### config.mk
export PLATFORM = sky130hd
export DESIGN_NAME = banked_cartridge_sram_mapper_top_flat
export DESIGN_NICKNAME = d
export VERILOG_FILES = /design/src/design/bcsm_pkg.sv /design/src/design/bcsm_if.sv /design/src/design/banked_cartridge_sram_mapper_top.sv /design/src/flat_wrapper.sv
export SDC_FILE = /design/constraint.sdc
export NUM_CORES = 1
export LEC_CHECK = 0
export ABC_AREA = 1
export BUFFER_PORTS_ARGS = -buffer_cell sky130_fd_sc_hd__buf_2
export CORE_MARGIN = 2
export CORE_UTILIZATION = 35
export CTS_CLUSTER_SIZE = 40
export DETAILED_ROUTE_END_ITERATION = 12
export SETUP_SLACK_MARGIN = 0.05
export SYNTH_ARGS = -nofsm -noshare
export SYNTH_HDL_FRONTEND = slang
export SYNTH_SLANG_ARGS = --single-unit
### constraint.sdc
create_clock -name clk -period 3.5 [get_ports clk]
set_input_delay 0.175 -clock clk [delete_from_list [all_inputs] [get_ports clk]]
set_output_delay 0.175 -clock clk [all_outputs]
set_load 0.005 [all_outputs]
### src/design/bcsm_pkg.sv
// shared types and constants for the banked cartridge sram mapper
package bcsm_pkg;

  localparam int unsigned BANK_COUNT_DEF = 32;
  localparam int unsigned BANK_W = 5;
  localparam int unsigned FLAG_W = 6;
  localparam int unsigned LOC_W = 19;
  localparam int unsigned OFS_W = 14;

  // register offsets inside the I/O page, address bits 1:0
  localparam logic [1:0] REG_BANK = 2'd2;
  localparam logic [1:0] REG_CTRL = 2'd3;

  // control flag bit positions
  localparam int unsigned F_MAX = 0;
  localparam int unsigned F_IODIS = 1;
  localparam int unsigned F_SRAMWE = 2;
  localparam int unsigned F_SRAMSEL = 3;
  localparam int unsigned F_GAME = 4;
  localparam int unsigned F_EXROM = 5;

  typedef enum logic [1:0] {
    SRC_OPEN = 2'd0,
    SRC_REG  = 2'd1,
    SRC_SRAM = 2'd2
  } src_t;

  typedef enum logic {
    ACT_READ  = 1'b0,
    ACT_WRITE = 1'b1
  } act_t;

  typedef struct packed {
    logic        action;
    logic [15:0] bus_address;
    logic [7:0]  write_byte;
  } req_t;

  typedef struct packed {
    logic [7:0]       register_data;
    src_t             data_source;
    logic [LOC_W-1:0] sram_location;
    logic             sram_store;
    logic [7:0]       sram_store_byte;
    logic             rom_reload;
    logic [BANK_W-1:0] rom_bank;
    logic             game_line;
    logic             exrom_line;
    logic             bus_driven;
    logic             rom_claimed;
    logic             write_to_cart;
  } rsp_t;

endpackage

### src/design/bcsm_if.sv
// valid/ready channels for bus accesses and decode results
interface bcsm_req_if;
  import bcsm_pkg::*;
  logic valid;
  logic ready;
  req_t data;
  modport source (output valid, output data, input ready);
  modport sink (input valid, input data, output ready);
endinterface

interface bcsm_rsp_if;
  import bcsm_pkg::*;
  logic valid;
  logic ready;
  rsp_t data;
  modport source (output valid, output data, input ready);
  modport sink (input valid, input data, output ready);
endinterface

### src/design/banked_cartridge_sram_mapper_top.sv
// cartridge mapper: bank/control registers and per-access sram decode
// Each CPU bus access on req is decoded combinationally and its result appears on rsp
// the cycle after it is accepted; a new access is taken every cycle as long as
// the result register is empty or is being drained, so the sustained rate is one
// access per clock through the single result register. The bank and control
// registers update at the edge where their write is accepted, and the claim and
// line outputs of a result reflect that update.
// BANK_COUNT folds the bank register into the populated SRAM banks (modulo).
module banked_cartridge_sram_mapper_top #(
  parameter int unsigned BANK_COUNT = bcsm_pkg::BANK_COUNT_DEF
) (
  input  logic           clk,
  input  logic           rst,
  bcsm_req_if.sink       req,
  bcsm_rsp_if.source     rsp
);
  import bcsm_pkg::*;

  logic [BANK_W-1:0] bank_number;
  logic [BANK_W-1:0] bank_number_next;
  logic [FLAG_W-1:0] control_flags;
  logic [FLAG_W-1:0] control_flags_next;
  logic              rsp_valid;
  rsp_t              rsp_data;
  rsp_t              result;
  logic              accept;

  // bank folded into the populated range, worked out at elaboration
  logic [BANK_W-1:0] bank_fold [2**BANK_W];
  for (genvar i = 0; i < 2**BANK_W; i++) begin : g_fold
    localparam logic [BANK_W-1:0] FOLD = BANK_W'(i % BANK_COUNT);
    assign bank_fold[i] = FOLD;
  end

  logic [15:0]       a;
  logic [7:0]        v;
  logic              regs_visible;
  logic              hit_bank;
  logic              hit_ctrl;
  logic [BANK_W-1:0] base_bank;
  logic [OFS_W-1:0]  low_ofs;
  logic [OFS_W-1:0]  high_ofs;
  logic [OFS_W-1:0]  io_ofs;
  logic              in_low;
  logic              in_high_rd;
  logic              in_io;
  logic              in_df;
  logic              we;
  logic              ssel;
  logic              claim;
  logic              g_next;
  logic              e_next;

  assign accept = req.valid && req.ready;
  assign req.ready = !rsp_valid || rsp.ready;
  assign rsp.valid = rsp_valid;
  assign rsp.data = rsp_data;

  assign a = req.data.bus_address;
  assign v = req.data.write_byte;
  assign regs_visible = !control_flags[F_IODIS] && (a[15:8] == 8'hDE);
  assign hit_bank = regs_visible && (a[1:0] == REG_BANK);
  assign hit_ctrl = regs_visible && (a[1:0] == REG_CTRL);
  assign base_bank = bank_fold[bank_number];
  assign low_ofs = {1'b0, a[12:0]};
  assign high_ofs = {1'b1, a[12:0]};
  assign io_ofs = {5'b11111, a[8:0]};
  assign in_low = (a[15:13] == 3'b100);
  assign in_high_rd = (a[15:13] == 3'b101) || (a[15:13] == 3'b111);
  assign in_io = (a[15:9] == 7'b1101111);
  assign in_df = (a[15:8] == 8'hDF);
  assign we = control_flags[F_SRAMWE];
  assign ssel = control_flags[F_SRAMSEL];

  always_comb begin
    bank_number_next = bank_number;
    control_flags_next = control_flags;
    if (accept && req.data.action == ACT_WRITE) begin
      if (hit_bank) begin
        bank_number_next = v[BANK_W-1:0];
      end else if (hit_ctrl) begin
        control_flags_next = v[7:2];
      end
    end
  end

  // rom replacement for the mode after this access
  assign g_next = control_flags_next[F_GAME];
  assign e_next = control_flags_next[F_EXROM];
  always_comb begin
    claim = 1'b0;
    if (control_flags_next[F_SRAMSEL]) begin
      if (!g_next && !e_next) begin
        claim = (a[15:14] == 2'b10);
      end else if (g_next && !e_next) begin
        claim = in_low;
      end else if (!g_next && e_next) begin
        claim = in_low || (a[15:13] == 3'b111);
      end
    end
  end

  always_comb begin
    result = '0;
    result.data_source = SRC_OPEN;
    if (req.data.action == ACT_READ) begin
      if (hit_bank) begin
        result.register_data = {3'b000, bank_number};
        result.data_source = SRC_REG;
      end else if (hit_ctrl) begin
        result.register_data = {control_flags, 2'b00};
        result.data_source = SRC_REG;
      end else if (ssel && in_low) begin
        result.sram_location = {base_bank, low_ofs};
        result.data_source = SRC_SRAM;
      end else if (ssel && in_high_rd) begin
        result.sram_location = {base_bank, high_ofs};
        result.data_source = SRC_SRAM;
      end else if (in_io) begin
        result.sram_location = {base_bank, io_ofs};
        result.data_source = SRC_SRAM;
      end
    end else begin
      if (hit_bank) begin
        result.rom_reload = 1'b1;
      end else if (!hit_ctrl) begin
        if (we && !ssel && (in_df || (control_flags[F_IODIS] && a[15:8] == 8'hDE))) begin
          result.sram_location = {base_bank, io_ofs};
          result.sram_store = 1'b1;
        end else if (we && (a[15:13] == 3'b010 || in_low)) begin
          result.sram_location = {base_bank, low_ofs};
          result.sram_store = 1'b1;
        end else if (we && (a[15:13] == 3'b011 || a[15:13] == 3'b101)) begin
          result.sram_location = {base_bank, high_ofs};
          result.sram_store = 1'b1;
        end
        if (result.sram_store) begin
          result.sram_store_byte = v;
        end
      end
    end
    result.rom_bank = bank_number_next;
    result.game_line = g_next;
    result.exrom_line = e_next;
    result.bus_driven = in_io || claim;
    result.rom_claimed = claim;
    result.write_to_cart = control_flags_next[F_SRAMWE] &&
                           (a[15:14] == 2'b01 || a[15:14] == 2'b10);
  end

  always_ff @(posedge clk) begin
    if (rst) begin
      bank_number <= '0;
      control_flags <= '0;
      rsp_valid <= 1'b0;
    end else begin
      bank_number <= bank_number_next;
      control_flags <= control_flags_next;
      if (accept) begin
        rsp_valid <= 1'b1;
      end else if (rsp.ready) begin
        rsp_valid <= 1'b0;
      end
    end
  end

  always_ff @(posedge clk) begin
    if (accept) begin
      rsp_data <= result;
    end
  end

endmodule

### src/flat_wrapper.sv
// flat-port wrapper written by rule: the top's interface ports become plain ports
module banked_cartridge_sram_mapper_top_flat import bcsm_pkg::*;
#(
  parameter int unsigned BANK_COUNT = bcsm_pkg::BANK_COUNT_DEF
)
  (clk, rst, req_valid, req_data, req_ready, rsp_valid, rsp_data, rsp_ready);
  bcsm_req_if req_i ();
  bcsm_rsp_if rsp_i ();
  input  logic clk;
  input  logic rst;
  input wire logic [$bits(req_i.valid)-1:0] req_valid;
  input wire logic [$bits(req_i.data)-1:0] req_data;
  output wire logic [$bits(req_i.ready)-1:0] req_ready;
  output wire logic [$bits(rsp_i.valid)-1:0] rsp_valid;
  output wire logic [$bits(rsp_i.data)-1:0] rsp_data;
  input wire logic [$bits(rsp_i.ready)-1:0] rsp_ready;
  assign req_i.valid = req_valid;
  assign req_i.data = req_data;
  assign req_ready = req_i.ready;
  assign rsp_valid = rsp_i.valid;
  assign rsp_data = rsp_i.data;
  assign rsp_i.ready = rsp_ready;
  banked_cartridge_sram_mapper_top #(.BANK_COUNT(BANK_COUNT)) u_core (.clk(clk), .rst(rst), .req(req_i), .rsp(rsp_i));
endmodule
==> impl_metrics.yaml, run 1 <==
timing:
  fmax_mhz: 591
  worst_pin_slew_ns: 0.457
  finalMaxSlewViolations: 0
  fin_crit_sh: 0.483
  grt_setup_unrepaired: "no"
  setup_slack_ns: 1.81
  slew_headroom: 0.695
  clock_skew_ns: 0.00657
  finalSetupTns_ns: 0
  final-hold-violation-count: 0
  setup_viol: 0
  min_period_ns: 1.69
route:
  dr.pass1.iters: 4
  drc: 0
  drt-total-wl_um: 5380
  viasPerCell: 4.28
  ant_nets: 0
  vias: 1863
  drtIter0Drc: 73
  drt-wirelength-per-cell_um: 12.4
critical_path:
  reg2reg_setup_slack_ns: 1.81
  cp_data_required_time_ns: 3.57
  r2r_start: "u_core.control_flags[3]$_SDFF_PP0_"
  cp-start-kind: "flop"
  crit_path_end_kind: "flop"
  ff2ff_path_depth: 8
  criticalPathCategory: "flop to flop"
  critical_path_arrival_ns: 1.76
  worstPathMaxFanout: 17
  r2r_end: "u_core.rsp.data[38]$_DFFE_PP_"
worst_hold_path:
  min_path_cells: 3
  hold_start: "req_data[1]"
  hp-class: "primary input to flop"
  hold_end: "u_core.bank_number[1]$_SDFF_PP0_"
power_and_ir_drop:
  cellLeakagePower_nw: 1.54
  switchingPower_mw: 0.327
  pwr-share-comb: 0.062
  internal_power_mw: 1.23
  cellPowerDensity_mw_per_mm2: 464
  swShare: 0.210
  p_seq_frac: 0.523
  power.share.clock: 0.415
  vdd_drop_max_mv: 0.155
die:
  rows: 31
  die_x_um: 90.9
  ioPinCount: 80
  die_area_mm2: 0.00825
  initial_core_util: 0.362
  die_h_um: 90.9
  core_area_mm2: 0.00729
placement:
  place.gp.congestion: 0.862
  place_area_mm2: 0.00314
  dpl.hpwl_um: 4010
  io_buffers: 79
  dp_slack_ns: 1.73
yosys:
  synth_ff_type: "edfxtp_1"
  synthSimpleGateAreaFrac: 0.219
  yosysSeqAreaShare: 0.648
  synth_area_mm2: 0.00264
  synth_mux_area_frac: 0
  ys_ff_latch: 61
  synth_edf_count: 49
  synth_area_leaders: "edfxtp_1 (56%), dfxtp_1 (9.1%), inv_1 (6.5%)"
  synth_xor_xnor_area_share: 0
  synth-compound-area-share: 0.0384
  syn_nets: 273
  avgSynthCellArea_um2: 10.9
  yosysMostFrequentCell: "edfxtp_1"
  synth.distinct_cells: 25
  yosysWarnings: 0
  synthAdderAreaFrac: 0.00948
  synth.top_cell.area_share: 0.557
  synth_top_family_by_area: "simple AND/OR/NAND/NOR gates"
  async_reset_ff_frac: 0
  yosys.area.top_type: "edfxtp_1"
  synth_cells: 242
  synth.top_cells.by_count: "edfxtp_1 (49), inv_1 (46), nor2_1 (37), nand2_1 (29), nor2_4 (13)"
clock_tree:
  ctsLongestPathBuffers: 2
  cts-root-buf: "clkbuf_8"
  numCtsBuffers: 9
  ctsResizeCount: 0
  cts-hold-fix-buffers: 0
  cts_max_level: 3
  cts.sinks: 61
  cts_setup_buffers: 0
  cts_tree: "yes"
  clk_latency_ns: 0.33
  clk_pin_slew_ns: 0.07
global_routing:
  grt_use_total: 0.136
  grt_pass1_wl_um: 8540
  grt_max_degree: 38
  grt_pass1_vias: 1745
  overflow: 0
  antenna_found_initial: 0
finish:
  drive_above_1_share: 0.390
  area_growth_pct: 27.1
  final_nets: 362
  fill_cells: 735
  antennaDiodeCount: 0
  final_core_util: 0.460
  design_area_mm2: 0.00335
outcome:
  status: "finished clean"
flow_run:
  cap_violations: 0
==> cell usage in the layout (no fill, tap or decap) <==
cell type,Yosys,routed
inv_2,7,8
nand3_1,7,7
bufinv_16,0,1
o21ai_2,1,1
nor2_2,3,3
nor2_4,13,13
nand2_2,5,5
dfxtp_1,12,12
edfxtp_1,49,49
nor4_2,1,1
o21ai_1,9,9
nand2_1,29,29
a21oi_1,5,5
inv_1,46,45
clkinvlp_4,0,1
clkbuf_8,0,12
nand4_1,2,2
buf_2,0,79
nand2_4,2,2
nand3_4,1,1
o21ai_0,3,3
buf_4,0,1
nand3_2,1,1
nor2_1,37,37
nor3_1,3,3
clkbuf_1,1,1
ha_1,2,2
nor3_2,1,1
clkinv_2,0,1
o31ai_1,1,1
==> worst max-delay path by stage <==
stage / from / endpoint / slack [ns]
final: u_core.control_flags[3]$_SDFF_PP0_ / u_core.rsp.data[38]$_DFFE_PP_ / 1.81
after global routing: u_core.control_flags[3]$_SDFF_PP0_ / u_core.rsp.data[38]$_DFFE_PP_ / 1.71
after CTS: u_core.rsp.valid$_SDFFE_PP0P_ / u_core.rsp.data[45]$_SDFFCE_PP0P_ / 1.81
after detailed placement: req_data[22] / u_core.rsp.data[38]$_DFFE_PP_ / 1.73
after global placement: req_data[22] / u_core.rsp.data[38]$_DFFE_PP_ / 1.77
after floorplan: u_core.rsp.valid$_SDFFE_PP0P_ / u_core.rsp.data[5]$_DFFE_PP_ / 1.12
==> cell families (layout without fill, tap and decap cells) <==
kind of cell / Yosys count / count (layout)
compound gates: 19 / 19
buf+inv: 55 / 149
flops: 61 / 61
fa+ha+maj: 2 / 2
simple gates: 105 / 105
==> layout make-up <==
cell class | instances | area [um2] | area share
inverter | 53 | 199 | 0.0593
timing repair buffer | 80 | 403 | 0.120
multi-input combinational | 126 | 706 | 0.210
clock buffer | 13 | 169 | 0.0504
tap | 99 | 124 | 0.0369
clock inverter | 3 | 42.5 | 0.0127
sequential | 61 | 1710 | 0.510
==> power by group through the flow <==
stage | logic [mW] | clock network, mW | registers, mW
floorplan | 0.0344 | 0 | 0.835
global placement | 0.0986 | 0 | 0.830
detailed placement | 0.0992 | 0 | 0.830
CTS | 0.0995 | 0.664 | 0.815
global route | 0.108 | 0.689 | 0.816
finish | 0.0973 | 0.646 | 0.814
==> metal layers <==
layer,track usage,part of all wire,vias to the layer above
met5,0,0,-
met4,0.0846,0.026,0
met3,0.0301,0.046,11
met2,0.207,0.47,58
met1,0.176,0.46,845
li1,-,-,949
==> critical path, cell delays in order, from the launching register on <==
cell and delay (ns):
dfxtp_1 0.32, inv_1 0.14, nor3_1 0.06, nor2_1 0.24, o21ai_2 0.10, nand2_2 0.09
nand2_4 0.06, nand2_4 0.32, nor2_1 0.08
==> registers in the layout, indices dropped and copies added, names as in the netlist <==
name and cells:
u_core.rsp.data 49, u_core.bank_number 5, u_core.control_flags 6, u_core.rsp.valid 1
==> stage by stage <==
step / std cells / total power, mW / hold slack, ns
3_5_place_dp: 419 / 0.929 / 0.456
4_1_cts: 435 / 1.58 / 0.100
3_3_place_gp: 419 / 0.929 / 0.453
2_1_floorplan: 242 / 0.870 / 0.323
6_report: 435 / 1.56 / 0.115
5_1_grt: 435 / 1.61 / 0.130
Note: power is estimated with default switching activity, not from simulation.
==> run 2, diff against run 1 <==
clock period = 1.4 ns   (was 3.5 ns; I/O delays follow)
==> run 2 against run 1 <==
  * The run now ends with negative setup slack left
  * Total power rose to 2.5 times the previous value
  * Core utilization up 7.9 points
  * Sequential share of layout area down 7.3 points
  * Clock power up 140%
  * Global-route usage up 0.85 points
  * Hold slack worse by 0.10 ns
  * First-iteration DRC count up 27%
  * Design area up 17%
  * Combinational power rose to 3.2 times the previous value
  * Critical path depth up 2
  * Fmax up 16%
  * Count of clock-buffer cells in the layout down 3
  * Largest cell class unchanged
  * Largest power group unchanged
  * Highest routed layer unchanged
==> impl_metrics.yaml, run 2 (synthesized netlist as in run 1, its figures left out) <==
placement:
  io_buffers: 79
  dp_slack_ns: -0.167
  place.gp.congestion: 0.807
  dpl.hpwl_um: 4100
  place_area_mm2: 0.00338
global_routing:
  antenna_found_initial: 0
  grt_pass1_wl_um: 9270
  grt_max_degree: 41
  overflow: 0
  grt_pass1_vias: 2016
  grt_use_total: 0.145
die:
  die_h_um: 90.9
  die_x_um: 90.9
  ioPinCount: 80
  core_area_mm2: 0.00729
  initial_core_util: 0.362
  rows: 31
  die_area_mm2: 0.00825
timing:
  worst_pin_slew_ns: 0.259
  finalMaxSlewViolations: 0
  setup_slack_ns: -0.0528
  setup_viol: 17
  clock_skew_ns: 0.0106
  slew_headroom: 0.826
  min_period_ns: 1.45
  fin_worst_hold_slack_ns: 0.0146
  grt_setup_unrepaired: "yes"
  fin_crit_sh: 1.04
  final-hold-violation-count: 0
  fmax_mhz: 688
clock_tree:
  cts.sinks: 61
  clk_latency_ns: 0.33
  numCtsBuffers: 9
  cts-root-buf: "clkbuf_8"
  cts_max_level: 3
  clk_pin_slew_ns: 0.07
  ctsLongestPathBuffers: 2
  cts_tree: "yes"
finish:
  layout_common_cells: "buf_2 (79), edfxtp_1 (49), inv_1 (43), buf_4 (30), nor2_1 (24)"
  drive_above_1_share: 0.556
  final_common_cell: "buf_2"
  design_area_mm2: 0.00393
  fill_cells: 670
  final_nets: 402
  largest_register_ffs: 49
  antennaDiodeCount: 0
  area_growth_pct: 48.9
route:
  drtIter0Drc: 93
  viasPerCell: 4.25
  dr.pass1.iters: 4
  vias: 2021
  drt-wirelength-per-cell_um: 12.6
  ant_nets: 0
  drt-total-wl_um: 6000
  drc: 0
worst_hold_path:
  hp-class: "primary input to flop"
critical_path:
  worstPathMaxFanout: 5
  critical_path_arrival_ns: 1.54
  crit_path_end_kind: "flop"
  cp_data_required_time_ns: 1.48
  cp-start-kind: "flop"
  criticalPathCategory: "flop to flop"
outcome:
  violations: "negative setup slack"
  status: "finished, violations left"
power_and_ir_drop:
  vdd_drop_max_mv: 0.500
  cellPowerDensity_mw_per_mm2: 993
  cellLeakagePower_nw: 1.80
flow_run:
  cap_violations: 0
run 2: cell types whose count changed in the layout (fill, tap and decap cells not counted), moves of 7 or more:
cell / change
buf_4: +29
nor2_1: -13
nand2_1: -11
nor2_4: +7
o21ai_1: -7
o21ai_2: +7
run 2: path summary, 6_finish.rpt:
check                                       startpoint  cells past startpoint  slack [ns]                               end
setup / recovery  u_core.control_flags[1]$_SDFFE_PP0P_                     10       -0.05      u_core.rsp.data[2]$_DFFE_PP_
hold / removal                             req_data[0]                      3        0.01  u_core.bank_number[0]$_SDFF_PP0_
setup reg to reg  u_core.control_flags[1]$_SDFFE_PP0P_                     10       -0.05      u_core.rsp.data[2]$_DFFE_PP_
hold reg to reg          u_core.rsp.valid$_SDFFE_PP0P_                      2        0.50     u_core.rsp.valid$_SDFFE_PP0P_
run 2: final cells by class:
cell class                      instances  area, um2  area share
Sequential cell                        61       1720       0.437
Multi-Input combinational cell        127        906       0.230
Timing Repair Buffer                  119        771       0.196
Inverter                               53        213      0.0541
Clock buffer                           10        138      0.0350
Tap cell                               99        124      0.0315
Clock inverter                          6       62.6      0.0159
run 2: stage by stage:
stage | power, mW | cells | util | TNS, ns
floorplan | 2.18 | 242 | - | -15.20
global placement | 2.36 | 441 | 0.463 | -2.39
detailed placement | 2.36 | 441 | 0.463 | -2.97
CTS | 3.93 | 468 | 0.512 | -0.504
global route | 4.02 | 475 | 0.539 | -2.64
finish | 3.90 | 475 | 0.539 | -0.525
run 2: critical path: stages, from the launching register on:
cell     delay (ns)
dfxtp_2        0.34
nor2_4         0.10
inv_2          0.06
nor2_4         0.13
nand3_4        0.13
nand2_2        0.09
nand2_2        0.07
nor2_1         0.11
nor2_1         0.05
nand2_1        0.06
nand2_1        0.05
run 2: routing by layer:
metal / GRT usage / up-vias / routed length, um / part of all wire
met5: 0 / - / 0 / 0
met4: 0.0947 / 0 / 116 / 0.019
met2: 0.234 / 57 / 3000 / 0.50
met3: 0.0259 / 11 / 274 / 0.046
met1: 0.176 / 913 / 2600 / 0.43
li1: - / 1040 / - / -
run 2: repair_timing:
| action | 4_1_cts | 5_1_grt |
|---|---|---|
| gates cloned | 1 | 1 |
| setup endpoints to repair | 40 | 52 |
| hold buffers | 2 | 0 |
| gates resized for setup | 20 | 37 |
| pin swaps | 6 | 13 |
| setup buffers | 8 | 7 |
| hold endpoints to repair | 2 | 0 |
run 2: power by group:
group	internal, mW	switching (mW)	total (mW)
clock	0.863	0.690	1.55
sequential	2.02	0.0164	2.04
combinational	0.131	0.181	0.312
